File: config.mk
export PLATFORM = sky130hd
export DESIGN_NAME = fifd_ram
export DESIGN_NICKNAME = d
export VERILOG_FILES = /design/src/sv/fifd_ram.sv
export SDC_FILE = /design/constraint.sdc
export NUM_CORES = 2
export LEC_CHECK = 0
export ABC_AREA = 1
export BUFFER_PORTS_ARGS = -buffer_cell sky130_fd_sc_hd__buf_4
export CAP_MARGIN = 30
export CORE_MARGIN = 8
export CORE_UTILIZATION = 44
export DETAILED_ROUTE_END_ITERATION = 7
export GPL_ROUTABILITY_DRIVEN = 1
export SLEW_MARGIN = 20
export SYNTH_ARGS = -nofsm -noshare
export SYNTH_HDL_FRONTEND = slang
export SYNTH_SLANG_ARGS = --single-unit
File: constraint.sdc
create_clock -name clk -period 8.35 [get_ports clk]
set_input_delay 0.4175 -clock clk [delete_from_list [all_inputs] [get_ports clk]]
set_output_delay 0.4175 -clock clk [all_outputs]
set_load 0.1 [all_outputs]
File: src/sv/fifd_ram.sv
// Generic single-port-write, single-port-read RAM with a registered read.
`timescale 1ns / 1ps

module fifd_ram #(
    parameter int WIDTH = 64,
    parameter int DEPTH = 64
) (
    input  logic                     clk,
    input  logic                     wr_en,
    input  logic [$clog2(DEPTH)-1:0] wr_addr,
    input  logic [WIDTH-1:0]         wr_data,
    input  logic                     rd_en,
    input  logic [$clog2(DEPTH)-1:0] rd_addr,
    output logic [WIDTH-1:0]         rd_data
);

    logic [WIDTH-1:0] mem [DEPTH];

    // Write port.
    always_ff @(posedge clk)
    begin
        if (wr_en)
        begin
            mem[wr_addr] <= wr_data;
        end
    end

    // Registered read port; the data holds while no read is issued.
    always_ff @(posedge clk)
    begin
        if (rd_en)
        begin
            rd_data <= mem[rd_addr];
        end
    end

endmodule

# Word level (Yosys, flattened, before mapping)
# Memories as Yosys holds them, arrays and structs flattened. A register that Yosys moved wholly into a read port is not among the register bits.
# Index checks and enable logic that the tools add are counted.
# word_totals
regBits	0
mem_bits_rw	4096
output_inout_bits	64
elab_cells	3
inputBits	79
memories	1
# memory_table
name	depth	width	rd	rd_clocked_by_memory_dff	write_ports	line_no	source
mem	64	64	1	1	1	17	logic [WIDTH-1:0] mem [DEPTH];
# classes
n_mux	2
# ops
cell	count
two-way mux 1 bit	2

# Logic depth before layout (Yosys ltp)
# depth
word_depth	2
mapped_depth	13
mapped_depth_nobuf	9

# Least setup slack after synthesis
# No wires, ideal clock.
# synth_timing
path_kind	in2reg
startpoint	input port wr_en
endpoint	memory mem[48][0], enable pin
n_path_buf	1
arrival_time_ns	7.053
required_time_ns	7.704
setup_slack_ns	0.651
stages	3
setup_ns	0.646
path_cell_list	clkbuf_1 nand4_1 nor4_1
# synth_between
elab_chain_len	2
# synth_rtl
element	line_no	source
start: declaration	9	input logic wr_en,
two-way mux 1 bit	22	if (wr_en)
two-way mux 1 bit (implied by the code)	24	mem[wr_addr] <= wr_data;
end: declaration	17	
# No other way between the ends.

==> flow_summary.yaml <==
outcome:
  status: "completed"
routing:
  dr_total_vias: 108000
  drt_iter0_markers: 13100
  routed_wl_um: 518000
  antenna_left: 0
  first_pass_iters: 6
  viasPerCell: 5.80
  wl_per_cell_um: 27.7
  drc: 0
critical_path:
  critical_path.max_fanout: 133
  start_kind: "input port"
  crit_type: "in2reg"
  rrSetupSlack_ns: 6.62
  cp_data_required_time_ns: 9.16
  critPathCaptureType: "flip-flop"
  r2r_end: "rd_data[3]"
  regToRegStartpoint: "mem[15][3]"
  arrival_ns: 4.06
  r2r_cells: 8
clock_network:
  tritoncts: "done"
  cts-root-buf: "clkbuf_16"
  cts_buffers: 414
  ctsResizeCount: 0
  cts_num_sinks: 4160
  ctsHtreeMaxLevel: 5
  cts_buffer_depth: 4
  clk_pin_slew_ns: 0.06
  clock_latency_ns: 0.96
die:
  die_x_um: 630
  ios: 143
  die_area_sq_um: 397000
  die_y_um: 630
  core_area_sq_um: 376000
  initial_core_util_pct: 44.2
  rows: 225
power:
  p_sw_share_pct: 22.7
  comb_power_share_pct: 6.1
  power_frac_seq_pct: 52.6
  power_frac_clock_pct: 41.4
  p_sw_uw: 10100
  peakVddDrop_mv: 0.189
  p_leak_uw: 0.0644
  p_int_uw: 34200
  power_density_nw_per_um2: 239
yosys:
  synth_edf_count: 4160
  synth_area_per_cell_sq_um: 12.4
  synth_nets: 13500
  synthCells: 13400
  synth_warnings: 0
  synth_area_sq_um: 166000
  synthTopCellsByArea: "edfxtp_1 75%, nand3_1 12%, nand2_1 10%, buf_2 1.5%, buf_4 0.61%"
  synthDistinctLibCells: 15
  synth_ff_type: "edfxtp_1"
  synth_top_area_share_pct: 75.3
  synth_most_common_cell: "nand2_1"
  seq_area_frac_synth_pct: 75.3
  synth-seq-cells: 4160
  synthTopCellsByCount: "4416 x nand2_1, 4160 x edfxtp_1, 3847 x nand3_1"
  synth_top_area_cell: "edfxtp_1"
  async_reset_ff_share_pct: 0
timing:
  finalSetupTns_ns: 0
  fmax_ghz: 0.307
  rsz0062_at_grt: "false"
  slew_headroom_pct: 22.8
  fin_skew_ns: 0.0371
  layout_min_cycle_time_ns: 3.26
  whs_ns: 0.0566
  finalSetupViolations: 0
  maxSlewViolCount: 0
  tightest_slew_ns: 1.16
  post-route-period-util_pct: 39.0
  hold_viol: 0
global_route:
  antenna_found_initial: 22
  grt_pass1_wl_um: 740000
  grt_usage_pct: 25.3
  grt_max_degree: 206
  grt_overflow: 0
  grt_pass1_vias: 102000
final_layout:
  drive_above_1_share_pct: 7.42
  final_nets: 13400
  n_fill_cell: 32400
  area_delta_synth_final_pct: 11.7
placement:
  dpl.hpwl_um: 242000
  gp_congestion: 0.767
  port_buffers: 142
flow_run:
  max_cap_violations: 0
worst_hold_path:
  min_from: "wr_data[40]"
  min_path_type: "in2reg"
  whs_path_depth: 1
  min_to: "mem[19][40]"
## registers in the layout (all words and copies together) (netlist names)
register / count
mem: 4096
rd_data: 64
## logic make-up (layout without fill, tap and decap cells)
family / count (synthesis) / count (layout) / share of synthesized area [%]
AND/OR/NAND/NOR: 8336 / 8336 / 21.8
flip-flops: 4160 / 4160 / 75.3
buffers and inverters: 909 / 1188 / 2.94
other: 0 / 6 / 0
## metal layers
metal  vias up  routed length (um)  global-route usage, %
li1      47800                   -                      -
met5         -                  90                      0
met3      1067               41000                   3.52
met2      5186              247000                   42.0
met1     54400              206000                   33.6
met4        14               25000                   10.3
## through the flow
step | instance area (sq um) | utilization, % | setup slack [ns] | power [uW] | instances
after floorplan | 166000 | - | 0.651 | 25300 | 13400
after global placement | 171000 | 45.6 | 4.31 | 26300 | 17900
after detailed placement | 172000 | 45.7 | 4.30 | 26300 | 17900
after CTS | 185000 | 49.4 | 5.33 | 44400 | 18700
after global routing | 185000 | 49.4 | 4.91 | 45400 | 18700
final | 185000 | 49.4 | 5.09 | 44200 | 18700
## critical path: stages
cell and delay, ns:
buf_16 0.29, buf_12 0.47, buf_12 0.41, buf_4 0.87, nand2_1 0.10, nand3_1 0.15
nand3_1 0.11, nand3_1 0.12, nand3_1 0.16, nand2_1 0.12, nand2_1 0.06, nand2_1 0.11
## repair_timing
| action | in CTS | in global routing |
|---|---|---|
| buffers inserted | 0 | 0 |
| endpoints found under the hold margin | 3591 | 0 |
| hold buffers | 61 | 0 |
## layout make-up
class	count	area, sq um	share of cell area (%)
clock buffers	505	10900	5.90
inverters	12	105	0.0567
multi-input cells	8336	36600	19.7
repair buffers	430	4380	2.36
flip-flops and latches	4160	125000	67.4
clock inverters	241	2200	1.19
well taps	4994	6250	3.37
diodes	6	15.0	0.00810
## power by group through the flow
stage               clock [uW]  combinational [uW]  sequential (uW)
finish                   18300                2680            23200
detailed placement           0                2630            23700
CTS                      18500                2670            23300
floorplan                    0                1430            23900
global placement             0                2610            23700
global route             19300                2900            23200
## cell usage in the layout (no fill, tap or decap), types with 8 or more instances in the layout
cell type / netlist / final
nand2_1: 4416 / 4416
edfxtp_1: 4160 / 4160
nand3_1: 3847 / 3847
clkbuf_16: 0 / 425
buf_4: 134 / 288
clkinv_1: 0 / 89
clkinv_2: 0 / 89
clkbuf_1: 147 / 80
buf_12: 0 / 68
dlygate4sd3_1: 0 / 61
nor2_4: 0 / 56
bufinv_16: 0 / 36
nand4_1: 9 / 9
clkinvlp_4: 0 / 9
nor4_2: 0 / 8
## worst max-delay path by stage
stage | startpoint | endpoint | slack [ns] | depth (start not counted)
floorplan | wr_en | mem[48][0] | 0.65 | 3
global placement | rd_addr[0] | rd_data[20] | 4.31 | 12
detailed placement | rd_addr[0] | rd_data[24] | 4.30 | 12
CTS | rd_addr[0] | rd_data[24] | 5.33 | 12
global route | rd_addr[0] | rd_data[24] | 4.91 | 12
finish | rd_addr[0] | rd_data[40] | 5.09 | 12
No activity file was read; power rests on OpenSTA's default activity.
